File: src/cd_pkg.sv
// Types and constants for the circular_deque block.
// No dependencies; used by the cell, the top level and the checker.
package cd_pkg;

    typedef enum logic [2:0] {
        CMD_PUSH_FRONT = 3'd0,
        CMD_PUSH_REAR  = 3'd1,
        CMD_POP_FRONT  = 3'd2,
        CMD_POP_REAR   = 3'd3,
        CMD_PEEK_FRONT = 3'd4,
        CMD_PEEK_REAR  = 3'd5
    } cmd_t;

    typedef enum logic [1:0] {
        ST_OK    = 2'd0,
        ST_FULL  = 2'd1,
        ST_EMPTY = 2'd2
    } status_t;

    // Per-cycle action broadcast to every cell
    typedef enum logic [1:0] {
        OP_HOLD = 2'd0,
        OP_SHR  = 2'd1,
        OP_SHL  = 2'd2,
        OP_LOAD = 2'd3
    } cell_op_t;

    typedef struct packed {
        cell_op_t    op;
        logic [31:0] wdata;
    } cell_ctrl_t;

    localparam logic signed [31:0] DATA_EMPTY = -32'sd1;

endpackage

File: src/cd_cmd_if.sv
// Command channel of the circular_deque: valid/ready plus command and value.
// No dependencies.
interface cd_cmd_if;
    logic               valid;
    logic               ready;
    logic [2:0]         command;
    logic signed [31:0] value;

    modport source (output valid, output command, output value, input ready);
    modport sink   (input valid, input command, input value, output ready);
endinterface

File: src/cd_rsp_if.sv
// Response channel of the circular_deque: valid/ready plus the result fields.
// No dependencies.
interface cd_rsp_if;
    logic               valid;
    logic               ready;
    logic signed [31:0] data;
    logic [1:0]         status;
    logic [2:0]         count;
    logic               now_full;
    logic               now_empty;

    modport source (output valid, output data, output status, output count,
                    output now_full, output now_empty, input ready);
    modport sink   (input valid, input data, input status, input count,
                    input now_full, input now_empty, output ready);
endinterface

File: src/cd_cell.sv
// One storage cell of the deque chain: holds one element and moves it
// to a neighbor on a shift. Depends on cd_pkg.
module cd_cell import cd_pkg::*; #(
    parameter int CW  = 3,
    parameter int IDX = 0
) (
    input  logic              clk,
    input  cell_ctrl_t        ctrl,
    input  logic [CW-1:0]     cnt,
    input  logic [31:0]       left,
    input  logic [31:0]       right,
    output logic [31:0]       q,
    output logic [31:0]       rear
);

    logic [31:0] val_reg;
    logic [31:0] val_next;

    always_comb
    begin
        unique case (ctrl.op)
            OP_HOLD: val_next = val_reg;
            OP_SHR:  val_next = left;
            OP_SHL:  val_next = right;
            OP_LOAD: val_next = (cnt == CW'(IDX)) ? ctrl.wdata : val_reg;
        endcase
    end

    always_ff @(posedge clk)
    begin
        val_reg <= val_next;
    end

    assign q = val_reg;
    // Last occupied cell drives the rear bus
    assign rear = (cnt == CW'(IDX + 1)) ? val_reg : '0;

endmodule

File: src/circular_deque.sv
// Top level of the circular_deque: command decode, cell chain, result register.
// Depends on cd_pkg, cd_cmd_if, cd_rsp_if and cd_cell.
//
// Double-ended queue of up to DEPTH-1 signed 32-bit elements. Storage is a
// chain of DEPTH-1 cells; the front element always sits in the first cell and
// the rear element in cell count-1. A push at the front shifts the whole chain
// one cell back, a pop at the front shifts it one cell forward, and rear
// accesses touch only one cell at the rear end of the chain. Every command
// yields one result: one command is taken per clock, and its result shows on
// rsp in the cycle after the transfer on cmd. The result register holds a
// stalled result; cmd is ready whenever that register is empty or being
// drained in the same cycle. Push when full and pop or peek when empty are
// rejected with a status code and leave the contents untouched; unused
// command codes only report the current count and flags.
module circular_deque import cd_pkg::*; #(
    parameter int DEPTH = 8
) (
    input  logic     clk,
    input  logic     rst_n,
    cd_cmd_if.sink   cmd,
    cd_rsp_if.source rsp
);

    localparam int CAP = DEPTH - 1;
    localparam int CW  = $clog2(DEPTH);

    logic [CW-1:0]      cnt_reg;
    logic [CW-1:0]      cnt_next;
    logic               valid_reg;
    logic               valid_next;
    logic signed [31:0] data_reg;
    logic [1:0]         status_reg;
    logic [2:0]         count_reg;
    logic               full_flag_reg;
    logic               empty_flag_reg;

    logic               accept;
    logic               full;
    logic               empty;
    cell_op_t           op;
    cell_ctrl_t         ctrl;
    logic signed [31:0] data_c;
    status_t            status_c;
    logic [31:0]        front_val;
    logic [31:0]        rear_val;

    logic [31:0] cell_q    [CAP];
    logic [31:0] cell_rear [CAP];

    assign full    = (cnt_reg == CW'(CAP));
    assign empty   = (cnt_reg == '0);
    assign accept  = cmd.valid && cmd.ready;
    assign cmd.ready = !valid_reg || rsp.ready;

    assign front_val = cell_q[0];

    always_comb
    begin
        rear_val = '0;
        for (int k = 0; k < CAP; k++)
        begin
            rear_val = rear_val | cell_rear[k];
        end
    end

    always_comb
    begin
        op       = OP_HOLD;
        cnt_next = cnt_reg;
        data_c   = '0;
        status_c = ST_OK;
        unique case (cmd.command)
            CMD_PUSH_FRONT:
            begin
                if (full)
                    status_c = ST_FULL;
                else
                begin
                    op       = OP_SHR;
                    cnt_next = cnt_reg + CW'(1);
                end
            end
            CMD_PUSH_REAR:
            begin
                if (full)
                    status_c = ST_FULL;
                else
                begin
                    op       = OP_LOAD;
                    cnt_next = cnt_reg + CW'(1);
                end
            end
            CMD_POP_FRONT:
            begin
                if (empty)
                begin
                    status_c = ST_EMPTY;
                    data_c   = DATA_EMPTY;
                end
                else
                begin
                    op       = OP_SHL;
                    cnt_next = cnt_reg - CW'(1);
                    data_c   = front_val;
                end
            end
            CMD_POP_REAR:
            begin
                if (empty)
                begin
                    status_c = ST_EMPTY;
                    data_c   = DATA_EMPTY;
                end
                else
                begin
                    // rear cell simply drops out of the occupied range
                    cnt_next = cnt_reg - CW'(1);
                    data_c   = rear_val;
                end
            end
            CMD_PEEK_FRONT:
            begin
                if (empty)
                begin
                    status_c = ST_EMPTY;
                    data_c   = DATA_EMPTY;
                end
                else
                    data_c = front_val;
            end
            CMD_PEEK_REAR:
            begin
                if (empty)
                begin
                    status_c = ST_EMPTY;
                    data_c   = DATA_EMPTY;
                end
                else
                    data_c = rear_val;
            end
            default: ;
        endcase
    end

    assign ctrl.op    = accept ? op : OP_HOLD;
    assign ctrl.wdata = cmd.value;

    genvar i;
    generate
        for (i = 0; i < CAP; i++)
        begin : g_cell
            logic [31:0] left_in;
            logic [31:0] right_in;

            if (i == 0)
            begin : g_first
                assign left_in = cmd.value;
            end
            else
            begin : g_mid_l
                assign left_in = cell_q[i-1];
            end

            if (i == CAP - 1)
            begin : g_last
                assign right_in = '0;
            end
            else
            begin : g_mid_r
                assign right_in = cell_q[i+1];
            end

            cd_cell #(
                .CW  (CW),
                .IDX (i)
            ) u_cell (
                .clk   (clk),
                .ctrl  (ctrl),
                .cnt   (cnt_reg),
                .left  (left_in),
                .right (right_in),
                .q     (cell_q[i]),
                .rear  (cell_rear[i])
            );
        end
    endgenerate

    assign valid_next = accept ? 1'b1 : (rsp.ready ? 1'b0 : valid_reg);

    always_ff @(posedge clk or negedge rst_n)
    begin
        if (!rst_n)
        begin
            cnt_reg   <= '0;
            valid_reg <= 1'b0;
        end
        else
        begin
            valid_reg <= valid_next;
            if (accept)
                cnt_reg <= cnt_next;
        end
    end

    always_ff @(posedge clk)
    begin
        if (accept)
        begin
            data_reg       <= data_c;
            status_reg     <= status_c;
            count_reg      <= 3'(cnt_next);
            full_flag_reg  <= (cnt_next == CW'(CAP));
            empty_flag_reg <= (cnt_next == '0);
        end
    end

    assign rsp.valid     = valid_reg;
    assign rsp.data      = data_reg;
    assign rsp.status    = status_reg;
    assign rsp.count     = count_reg;
    assign rsp.now_full  = full_flag_reg;
    assign rsp.now_empty = empty_flag_reg;

endmodule

File: src/flat_wrapper.sv
// flat-port wrapper written by rule: the top's interface ports become plain ports
module circular_deque_flat import cd_pkg::*;
#(
    parameter int DEPTH = 8
)
  (clk, rst_n, cmd_valid, cmd_command, cmd_value, cmd_ready, rsp_valid, rsp_data, rsp_status, rsp_count, rsp_now_full, rsp_now_empty, rsp_ready);
  cd_cmd_if cmd_i ();
  cd_rsp_if rsp_i ();
  input  logic clk;
  input  logic rst_n;
  input wire logic [$bits(cmd_i.valid)-1:0] cmd_valid;
  input wire logic [$bits(cmd_i.command)-1:0] cmd_command;
  input wire logic [$bits(cmd_i.value)-1:0] cmd_value;
  output wire logic [$bits(cmd_i.ready)-1:0] cmd_ready;
  output wire logic [$bits(rsp_i.valid)-1:0] rsp_valid;
  output wire logic [$bits(rsp_i.data)-1:0] rsp_data;
  output wire logic [$bits(rsp_i.status)-1:0] rsp_status;
  output wire logic [$bits(rsp_i.count)-1:0] rsp_count;
  output wire logic [$bits(rsp_i.now_full)-1:0] rsp_now_full;
  output wire logic [$bits(rsp_i.now_empty)-1:0] rsp_now_empty;
  input wire logic [$bits(rsp_i.ready)-1:0] rsp_ready;
  assign cmd_i.valid = cmd_valid;
  assign cmd_i.command = cmd_command;
  assign cmd_i.value = cmd_value;
  assign cmd_ready = cmd_i.ready;
  assign rsp_valid = rsp_i.valid;
  assign rsp_data = rsp_i.data;
  assign rsp_status = rsp_i.status;
  assign rsp_count = rsp_i.count;
  assign rsp_now_full = rsp_i.now_full;
  assign rsp_now_empty = rsp_i.now_empty;
  assign rsp_i.ready = rsp_ready;
  circular_deque #(.DEPTH(DEPTH)) u_core (.clk(clk), .rst_n(rst_n), .cmd(cmd_i), .rsp(rsp_i));
endmodule
File: config.mk
export PLATFORM = sky130hd
export DESIGN_NAME = circular_deque_flat
export DESIGN_NICKNAME = d
export VERILOG_FILES = /design/src/cd_pkg.sv /design/src/cd_cmd_if.sv /design/src/cd_rsp_if.sv /design/src/cd_cell.sv /design/src/circular_deque.sv /design/src/flat_wrapper.sv
export SDC_FILE = /design/constraint.sdc
export NUM_CORES = 1
export LEC_CHECK = 0
export ABC_CLOCK_PERIOD_IN_PS = 7650
export BUFFER_PORTS_ARGS = -buffer_cell sky130_fd_sc_hd__clkbuf_2
export CORE_MARGIN = 2
export CORE_UTILIZATION = 35
export DETAILED_ROUTE_END_ITERATION = 16
export PLACE_DENSITY_LB_ADDON = 0.25
export SLEW_MARGIN = 5
export SYNTH_ARGS = -nofsm -noshare
export SYNTH_HDL_FRONTEND = slang
export SYNTH_SLANG_ARGS = --single-unit
File: constraint.sdc
create_clock -name clk -period 7.65 [get_ports clk]
set_input_delay 0.3825 -clock clk [delete_from_list [all_inputs] [get_ports clk]]
set_output_delay 0.3825 -clock clk [all_outputs]
set_load 0.02 [all_outputs]
==> flow_summary_export.csv, run 1 <==
group,metric,value,unit
outcome,outcome,"completed",
route,vias,10200,
worst_setup_path,startpoint,"u_core.cnt_reg[1]$_DFFE_PN0P_",
route,first_iter_violations,1106,
floorplanning,core,40900,µm²
yosys,synthTopCellsByArea,"edfxtp_1 54%, mux2_1 9.5%, a21o_1 5.1%",
layout,stdcell_area,16400,µm²
route,ant_nets,0,
floorplanning,die-area,43200,µm²
worst_setup_path,reg2reg_to,"u_core.rsp.now_empty$_DFFE_PP_",
cts,cts_setup_buffers,0,
job,drv_cap,0,
yosys,ys_ff_latch,267,
cts,hold_buffers,1,
cts,cts_tree,"built",
yosys,syn_avg_cell_area,11.9,µm²
timing,setup_viol,0,
timing,layout_min_cycle_time,4.21,ns
timing,rsz0062_at_grt,"no",
grt,track_usage,18.3,%
grt,antenna_found_initial,0,
grt,grt_pass1_vias,10100,
timing,min_period_over_period,55.0,%
yosys,ys_async_sr_fraction,1.50,%
timing,hold_viol,0,
layout,syn2layout_area_growth,12.8,%
placed_design,portBuffers,79,
timing,max_slew_margin,25.2,%
layout,diodes,0,
yosys,yosysSeqAreaShare,54.9,%
route,firstDrtPassIters,6,
cts,htree_levels,1,
grt,grt_max_degree,147,
worst_setup_path,criticalPathCategory,"flop to flop",
layout,stdcell_count,1790,
worst_setup_path,worst_setup_path_end_kind,"flop",
worst_setup_path,required,7.96,ns
worst_hold_path,worstHoldPathType,"input port to flop",
cts,cts.sinks,267,
yosys,synth_top_area_share,54.3,%
layout,final_core_util,40.1,%
layout,final_nets,1280,
timing,worst_slew_pin_slew,1.12,ns
yosys,yosys_warnings,0,
layout,drive_above_1_share,16.2,%
route,detail_route.wl_per_cell,22.9,µm
yosys,netlist_area,14600,µm²
placed_design,place.gp.congestion,0.796,
yosys,synth.distinct_cells,39,
yosys,synth.most_common_cell,"edfxtp_1",
yosys,ys.flop_type,"edfxtp_1",
yosys,synthCells,1225,
timing,tns,0,ns
layout,fillers,3898,
worst_setup_path,crit_fanout,82,
placed_design,place_area,15400,µm²
floorplanning,rows,74,
cts,cts_buffer_depth,3,
layout,largest_register_ffs,224,
timing,skew,0.00987,ns
worst_setup_path,reg2reg_depth,7,
placed_design,hpwl,22.9,mm
power,peakVddDrop,0.000143,V
route,drc_errors,0,
grt,grt_pass1_wl,61.8,mm
cts,root_buffer,"clkbuf_16",
power,p_leak,6.63,nW
timing,fmax,238,MHz
floorplanning,start_util,35.6,%
grt,grt_overflow_total,0,
floorplanning,pin_count,80,
yosys,synth_edf_count,263,
worst_setup_path,setup.worst_path.end,"u_core.rsp.now_empty$_DFFE_PP_",
cts,cts_resized,0,
power,powerDensity,282,nW/µm²
worst_setup_path,critical_path.startpoint_type,"flop",
power,power,4.63,mW
route,drt-vias-per-instance,5.69,
worst_setup_path,r2r_start,"u_core.cnt_reg[1]$_DFFE_PN0P_",
timing,drv_slew,0,
cts,cts_buffers,31,
floorplanning,fp.dieH,208,µm
worst_setup_path,rrSetupSlack,3.44,ns
placed_design,dp.cells,1734,
cts,clk_latency,0.57,ns
worst_setup_path,arrival,4.52,ns
route,routed_wl,41.0,mm
yosys,syn_nets,1269,
yosys,synth_top_area_cell,"edfxtp_1",
floorplanning,chipWidth,208,µm
yosys,synth_common_cells,"263 x edfxtp_1, 123 x mux2_1, 121 x a21oi_1, 98 x a21o_1, 76 x clkbuf_1",
cts,clkTransAtPathRegs,0.06,ns
-- cells in the final DEF, fill, tap and decap left out, types with 3 or more instances in the layout --
cell type / count
a22oi_1: 63
dfrtp_1: 3
clkbuf_1: 9
mux2_2: 39
mux2i_1: 67
inv_1: 69
clkbuf_16: 31
a222oi_1: 11
nand2b_1: 7
clkbuf_2: 79
edfxtp_1: 263
ha_2: 4
a221oi_1: 8
clkinv_2: 5
nor2b_1: 10
and2_1: 33
o2bb2ai_1: 3
buf_4: 22
a21oi_4: 7
nand3_1: 56
bufinv_16: 3
nand2_1: 32
a211oi_1: 21
o221ai_1: 3
mux2_1: 123
clkinv_1: 3
a21o_1: 97
nor2_1: 41
a21oi_1: 114
-- cell type report --
class / count / area, µm² / share of cell area [%]
flip-flops and latches: 267 / 8000 / 48.7
multi-input cells: 762 / 5910 / 36.0
clock buffers: 42 / 837 / 5.10
well taps: 532 / 666 / 4.06
repair buffers: 103 / 591 / 3.60
inverters: 71 / 267 / 1.62
clock inverters: 13 / 141 / 0.861
-- stage by stage --
step | worst slack [ns] | hold slack, ns
floorplan | 4.16 | 0.0869
global placement | 3.49 | 0.205
detailed placement | 3.49 | 0.207
CTS | 3.48 | 0.0412
global route | 3.23 | 0.0686
finish | 3.44 | 0.0754
-- how the worst min path moves through the flow --
stage,start,end,depth (start not counted)
final,cmd_valid,u_core.rsp.valid$_DFFE_PN0P_,2
after global routing,cmd_valid,u_core.rsp.valid$_DFFE_PN0P_,2
after CTS,cmd_valid,u_core.rsp.valid$_DFFE_PN0P_,2
after detailed placement,rst_n,u_core.rsp.valid$_DFFE_PN0P_,1
after global placement,rst_n,u_core.rsp.valid$_DFFE_PN0P_,1
after floorplan,rst_n,u_core.cnt_reg[0]$_DFFE_PN0P_,0
-- routing by layer --
metal / GRT usage, % / share of wire, %
met1: 27.1 / 47
met2: 27.6 / 43
met3: 2.84 / 7.7
met4: 5.55 / 2.4
met5: 0 / 0
-- worst max-delay path: stages (launching register included) --
cell      delay, ns
dfrtp_1        0.43
ha_2           0.54
buf_4          0.62
a211o_4        0.83
buf_4          0.84
a221oi_1       0.21
a31oi_1        0.32
nor3_1         0.10
-- logic make-up (layout without fill, tap and decap cells) --
kind of cell | Yosys count | in the layout | share of synthesized area [%]
flip-flops | 267 | 267 | 54.9
multiplexers | 229 | 229 | 17.1
AO/OA/AOI/OAI | 337 | 337 | 15.6
buffers and inverters | 196 | 229 | 5.31
adder cells (fa/ha/maj) | 5 | 5 | 0.430
XOR/XNOR | 3 | 3 | 0.181
AND/OR/NAND/NOR | 188 | 188 | 6.36
-- report_power, final --
group          switching, mW  leakage (nW)  internal (mW)
logic                  0.952          3.71          0.464
clock network          0.602         0.474          0.859
registers             0.0387          2.45           1.71
No activity file was read; power rests on OpenSTA's default activity.
==> inputs of run 2 (changes only) <==
--- a/config.mk
+++ b/config.mk
@@ -5,7 +5,7 @@
 export SDC_FILE = /design/constraint.sdc
 export NUM_CORES = 1
 export LEC_CHECK = 0
-export ABC_CLOCK_PERIOD_IN_PS = 7650
+export ABC_CLOCK_PERIOD_IN_PS = 4150
 export BUFFER_PORTS_ARGS = -buffer_cell sky130_fd_sc_hd__clkbuf_2
 export CORE_MARGIN = 2
 export CORE_UTILIZATION = 35
==> constraint.sdc (replaced) <==
create_clock -name clk -period 4.15 [get_ports clk]
set_input_delay 0.2075 -clock clk [delete_from_list [all_inputs] [get_ports clk]]
set_output_delay 0.2075 -clock clk [all_outputs]
set_load 0.02 [all_outputs]
==> run 2 against run 1 <==
  * Core utilization grew 1.1 points
  * Final area grew 2.7%
  * Critical path depth shrank 1
  * Cell count grew 2.7%
  * Power grew 83%
  * Sequential power grew 85%
  * Global-route usage grew 0.52 points
  * Sequential share of layout area shrank 1.3 points
==> flow_summary_export.csv, run 2 (synthesis results as in run 1) <==
group,metric,value,unit
outcome,outcome,"completed",
route,routed_wl,41.6,mm
route,ant_nets,0,
cts,clk_latency,0.57,ns
floorplanning,start_util,35.6,%
floorplanning,core,40900,µm²
grt,grt_pass1_vias,10300,
power,powerDensity,504,nW/µm²
grt,track_usage,18.9,%
timing,setup_viol,0,
timing,rsz0062_at_grt,"no",
cts,clkTransAtPathRegs,0.06,ns
route,first_iter_violations,994,
placed_design,hpwl,24.7,mm
cts,cts_setup_buffers,0,
timing,fmax,314,MHz
job,drv_cap,0,
timing,hold_slack,0.0499,ns
layout,mostFrequentLayoutCells,"263 x edfxtp_1, 123 x mux2_1, 114 x a21oi_1",
route,vias,10400,
cts,root_buffer,"clkbuf_16",
layout,fillers,3877,
floorplanning,fp.dieH,208,µm
worst_setup_path,crit_fanout,13,
timing,layout_min_cycle_time,3.18,ns
timing,worst_slew_pin_slew,0.889,ns
layout,final_nets,1328,
layout,final_common_cell,"edfxtp_1",
worst_setup_path,critical_path.startpoint_type,"flop",
route,drc_errors,0,
timing,skew,0.0113,ns
worst_setup_path,worst_setup_path_end_kind,"flop",
grt,grt_pass1_wl,64.0,mm
timing,max_slew_margin,40.4,%
grt,grt_max_degree,141,
cts,cts_tree,"built",
worst_setup_path,arrival,3.43,ns
layout,largest_register_ffs,224,
route,drt-vias-per-instance,5.65,
route,firstDrtPassIters,5,
cts,cts_resized,0,
placed_design,portBuffers,79,
cts,hold_buffers,33,
worst_setup_path,criticalPathCategory,"flop to flop",
timing,drv_slew,0,
timing,min_period_over_period,76.7,%
floorplanning,rows,74,
worst_setup_path,required,4.39,ns
layout,diodes,0,
floorplanning,chipWidth,208,µm
cts,cts_buffer_depth,3,
layout,drive_above_1_share,16.6,%
layout,stdcell_count,1838,
cts,cts_buffers,31,
timing,tns,0,ns
placed_design,dp.cells,1750,
cts,htree_levels,1,
floorplanning,die-area,43200,µm²
power,peakVddDrop,0.000283,V
timing,hold_viol,0,
placed_design,place.gp.congestion,0.785,
power,p_leak,6.85,nW
cts,cts.sinks,267,
floorplanning,pin_count,80,
power,power,8.49,mW
layout,stdcell_area,16900,µm²
placed_design,place_area,15600,µm²
layout,syn2layout_area_growth,15.8,%
route,detail_route.wl_per_cell,22.6,µm
grt,antenna_found_initial,1,
grt,grt_overflow_total,0,
worst_hold_path,worstHoldPathType,"input port to flop",
## run 2: changes by cell type in the layout (fill, tap and decap cells not counted), sizes merged
cell and delta:
clkinvlp -1, bufinv -1, clkbuf -4, clkinv +6
dlygate4sd3 +32, buf +16
## run 2: path summary, 6_finish.rpt
kind	to	cells past startpoint	from	slack (ns)
hold reg to reg	u_core.cnt_reg[0]$_DFFE_PN0P_	1	u_core.cnt_reg[0]$_DFFE_PN0P_	0.56
setup / recovery	u_core.g_cell[3].u_cell.q[25]$_DFFE_PP_	6	u_core.cnt_reg[1]$_DFFE_PN0P_	0.97
min in group asynchronous	u_core.cnt_reg[0]$_DFFE_PN0P_	3	rst_n	0.58
max in group asynchronous	u_core.cnt_reg[2]$_DFFE_PN0P_	3	rst_n	3.34
hold / removal	u_core.g_cell[0].u_cell.q[16]$_DFFE_PP_	2	cmd_value[16]	0.05
setup reg to reg	u_core.g_cell[3].u_cell.q[25]$_DFFE_PP_	6	u_core.cnt_reg[1]$_DFFE_PN0P_	0.97
## run 2: final cells by class
type | instances | area (µm²) | share of cell area [%]
clock buffer | 38 | 802 | 4.76
clock inverter | 17 | 129 | 0.765
inverter | 71 | 267 | 1.58
multi-input combinational | 762 | 5910 | 35.1
sequential | 267 | 8000 | 47.5
tap | 532 | 666 | 3.95
timing repair buffer | 151 | 1080 | 6.41
## run 2: worst max-delay path, cell delays in order, from the launching register on
cell      delay (ns)
dfrtp_1         0.44
ha_2            0.20
and3b_1         0.15
a311oi_1        0.51
nand2b_1        0.54
a21oi_4         0.62
buf_4           0.37
## run 2: power breakdown
| part | leakage [nW] | switching [mW] | internal, mW |
|---|---|---|---|
| sequential | 2.45 | 0.0806 | 3.16 |
| combinational | 3.94 | 1.76 | 0.914 |
| clock | 0.457 | 1.10 | 1.48 |
| total | 6.85 | 2.94 | 5.55 |
## run 2: layer usage
layer / routed length, µm / share of wire (%) / track usage (%)
met1: 19700 / 47 / 28.0
met2: 18100 / 44 / 28.1
met3: 2780 / 6.7 / 3.14
met4: 995 / 2.4 / 5.84
met5: 0 / 0 / 0
## run 2: per-stage QoR
stage	worst slack, ns	util, %
after floorplan	0.657	-
after global placement	1.08	38.1
after detailed placement	0.984	38.1
after CTS	0.961	41.2
after global routing	0.816	41.2
final	0.965	41.2
==> inputs of run 3 (changes only) <==
--- a/config.mk
+++ b/config.mk
@@ -5,7 +5,7 @@
 export SDC_FILE = /design/constraint.sdc
 export NUM_CORES = 1
 export LEC_CHECK = 0
-export ABC_CLOCK_PERIOD_IN_PS = 4150
+export ABC_CLOCK_PERIOD_IN_PS = 2700
 export BUFFER_PORTS_ARGS = -buffer_cell sky130_fd_sc_hd__clkbuf_2
 export CORE_MARGIN = 2
 export CORE_UTILIZATION = 35
==> constraint.sdc (replaced) <==
create_clock -name clk -period 2.7 [get_ports clk]
set_input_delay 0.135 -clock clk [delete_from_list [all_inputs] [get_ports clk]]
set_output_delay 0.135 -clock clk [all_outputs]
set_load 0.02 [all_outputs]
==> run 3 against run 2 <==
  * Final area rose by 2.0%
  * Power rose by 55%
  * Hold slack improved by 0.046 ns
  * Fmax rose by 31%
  * Wire length fell by 1.1%
  * Register-to-register slack got worse by 0.70 ns
  * Core utilization rose by 0.80 points
  * Critical endpoint is now u_core.g_cell[1].u_cell.q[23]$_DFFE_PP_
  * Largest power group unchanged
  * Highest routed layer unchanged
==> flow_summary_export.csv, run 3 (synthesis results as in run 1) <==
group,metric,value,unit
outcome,outcome,"completed",
timing,hold_viol,0,
worst_setup_path,critical_path.startpoint_type,"flop",
timing,rsz0062_at_grt,"no",
worst_setup_path,crit_chain,"inv_1 > ha_2 > nor2b_1 > or3_1 > a21o_4 > buf_4 > mux2_1",
grt,antenna_found_initial,1,
layout,drive_above_1_share,17.7,%
timing,max_slew_margin,37.4,%
cts,cts_buffers,30,
power,switchingPower,4.55,mW
floorplanning,fp.dieH,208,µm
power,powerDensity,768,nW/µm²
cts,hold_buffers,36,
timing,worst_slew_pin_slew,0.938,ns
worst_setup_path,cp.buffers_inverters,2,
timing,skew,0.0180,ns
grt,grt_pass1_wl,62.9,mm
worst_hold_path,worstHoldPathType,"input port to flop",
grt,grt_pass1_vias,10300,
route,drc_errors,0,
worst_hold_path,whs_path_depth,2,
route,first_iter_violations,945,
placed_design,portBuffers,79,
power,p_int,8.64,mW
route,firstDrtPassIters,5,
cts,cts_buffer_depth,3,
grt,grt_overflow_total,0,
cts,cts_tree,"built",
worst_setup_path,criticalPathCategory,"flop to flop",
power,power,13.2,mW
layout,diodes,0,
route,routed_wl,41.2,mm
worst_setup_path,reg2reg_depth,7,
layout,mostFrequentLayoutCells,"263 x edfxtp_1, 123 x mux2_1, 114 x a21oi_1",
route,vias,10400,
worst_setup_path,cp_slowest_stage_delay,0.42,ns
cts,cts.sinks,267,
layout,syn2layout_area_growth,18.0,%
floorplanning,die-area,43200,µm²
timing,fmax,411,MHz
floorplanning,pin_count,80,
layout,final_common_cell,"edfxtp_1",
worst_setup_path,worst_setup_path_end_kind,"flop",
worst_setup_path,arrival,2.75,ns
cts,clk_latency,0.58,ns
floorplanning,start_util,35.6,%
worst_setup_path,critical_path.top_delay_family,"simple AND/OR/NAND/NOR gates",
cts,cts_resized,0,
power,combPwrFrac,32.4,%
cts,cts_setup_buffers,0,
job,drv_cap,0,
layout,stdcell_count,1861,
cts,clkTransAtPathRegs,0.06,ns
worst_setup_path,cp_num_cells,7,
timing,setup_viol,0,
placed_design,dp.cells,1769,
route,ant_nets,0,
cts,htree_levels,1,
timing,layout_min_cycle_time,2.43,ns
worst_setup_path,required,3.01,ns
timing,drv_slew,0,
timing,min_period_over_period,90.1,%
power,switching_share,34.5,%
grt,track_usage,18.6,%
grt,grt_max_degree,86,
layout,largest_register_ffs,224,
floorplanning,chipWidth,208,µm
placed_design,place.gp.congestion,0.789,
route,drt-vias-per-instance,5.59,
power,p_seq_share,37.8,%
power,p_leak,6.99,nW
cts,root_buffer,"clkbuf_16",
route,detail_route.wl_per_cell,22.1,µm
layout,final_nets,1349,
placed_design,place_area,15900,µm²
worst_setup_path,crit_fanout,25,
placed_design,hpwl,24.3,mm
layout,stdcell_area,17200,µm²
floorplanning,rows,74,
floorplanning,core,40900,µm²
power,peakVddDrop,0.000379,V
power,clock_power_share,29.8,%
worst_setup_path,cpMaxStageDelayCell,"dfrtp_1",
layout,fillers,3860,
-- run 3: cell count changes in the layout (fill, tap and decap cells not counted) --
cell           before  now
clkbuf_1            7    6
buf_12              5   18
dlygate4sd3_1      33   36
buf_4              34   40
clkinv_1            7   10
clkinv_2            7    6
clkbuf_16          31   30
clkinv_8            0    1
-- run 3: routing by layer --
| layer | part of all wire [%] | vias to the layer above | track usage, % |
|---|---|---|---|
| met4 | 1.8 | 0 | 4.65 |
| met2 | 45 | 346 | 29.4 |
| met1 | 48 | 5252 | 27.0 |
| met5 | 0 | - | 0 |
| li1 | - | 4750 | - |
| met3 | 5.6 | 60 | 2.35 |
-- run 3: stage by stage --
| step | setup TNS (ns) | utilization (%) | hold slack [ns] | setup WS (ns) |
|---|---|---|---|---|
| 6_report | 0 | 42.0 | 0.0958 | 0.267 |
| 5_1_grt | 0 | 42.0 | 0.121 | 0.171 |
| 4_1_cts | 0 | 42.0 | 0.0670 | 0.287 |
| 3_5_place_dp | 0 | 38.8 | -0.0371 | 0.302 |
| 3_3_place_gp | 0 | 38.8 | -0.0382 | 0.321 |
| 2_1_floorplan | -56.99 | - | -0.161 | -0.254 |
-- run 3: final timing paths --
check	endpoint	slack (ns)	startpoint
min reg2reg	u_core.cnt_reg[0]$_DFFE_PN0P_	0.56	u_core.cnt_reg[0]$_DFFE_PN0P_
max reg2reg	u_core.g_cell[1].u_cell.q[23]$_DFFE_PP_	0.27	u_core.cnt_reg[0]$_DFFE_PN0P_
max in group asynchronous	u_core.cnt_reg[2]$_DFFE_PN0P_	1.98	rst_n
min	u_core.rsp.status[0]$_DFFE_PP_	0.1	cmd_command[2]
max	u_core.g_cell[1].u_cell.q[23]$_DFFE_PP_	0.27	u_core.cnt_reg[0]$_DFFE_PN0P_
min in group asynchronous	u_core.cnt_reg[0]$_DFFE_PN0P_	0.50	rst_n
-- run 3: layout make-up --
cell class / instances / area [µm²] / share of cell area (%)
Timing Repair Buffer: 173 / 1420 / 8.24
Multi-Input combinational cell: 762 / 5910 / 34.4
Clock buffer: 36 / 773 / 4.50
Sequential cell: 267 / 8000 / 46.6
Tap cell: 532 / 666 / 3.87
Clock inverter: 20 / 151 / 0.881
Inverter: 71 / 267 / 1.55
-- run 3: power by group through the flow --
stage               Sequential, mW  Combinational, mW  Clock (mW)
global placement              5.07               4.18           0
floorplan                     5.15               2.58           0
detailed placement            5.07               4.21           0
finish                        4.98               4.28        3.93
global route                  5.01               4.62        4.19
CTS                           4.99               4.28        4.04
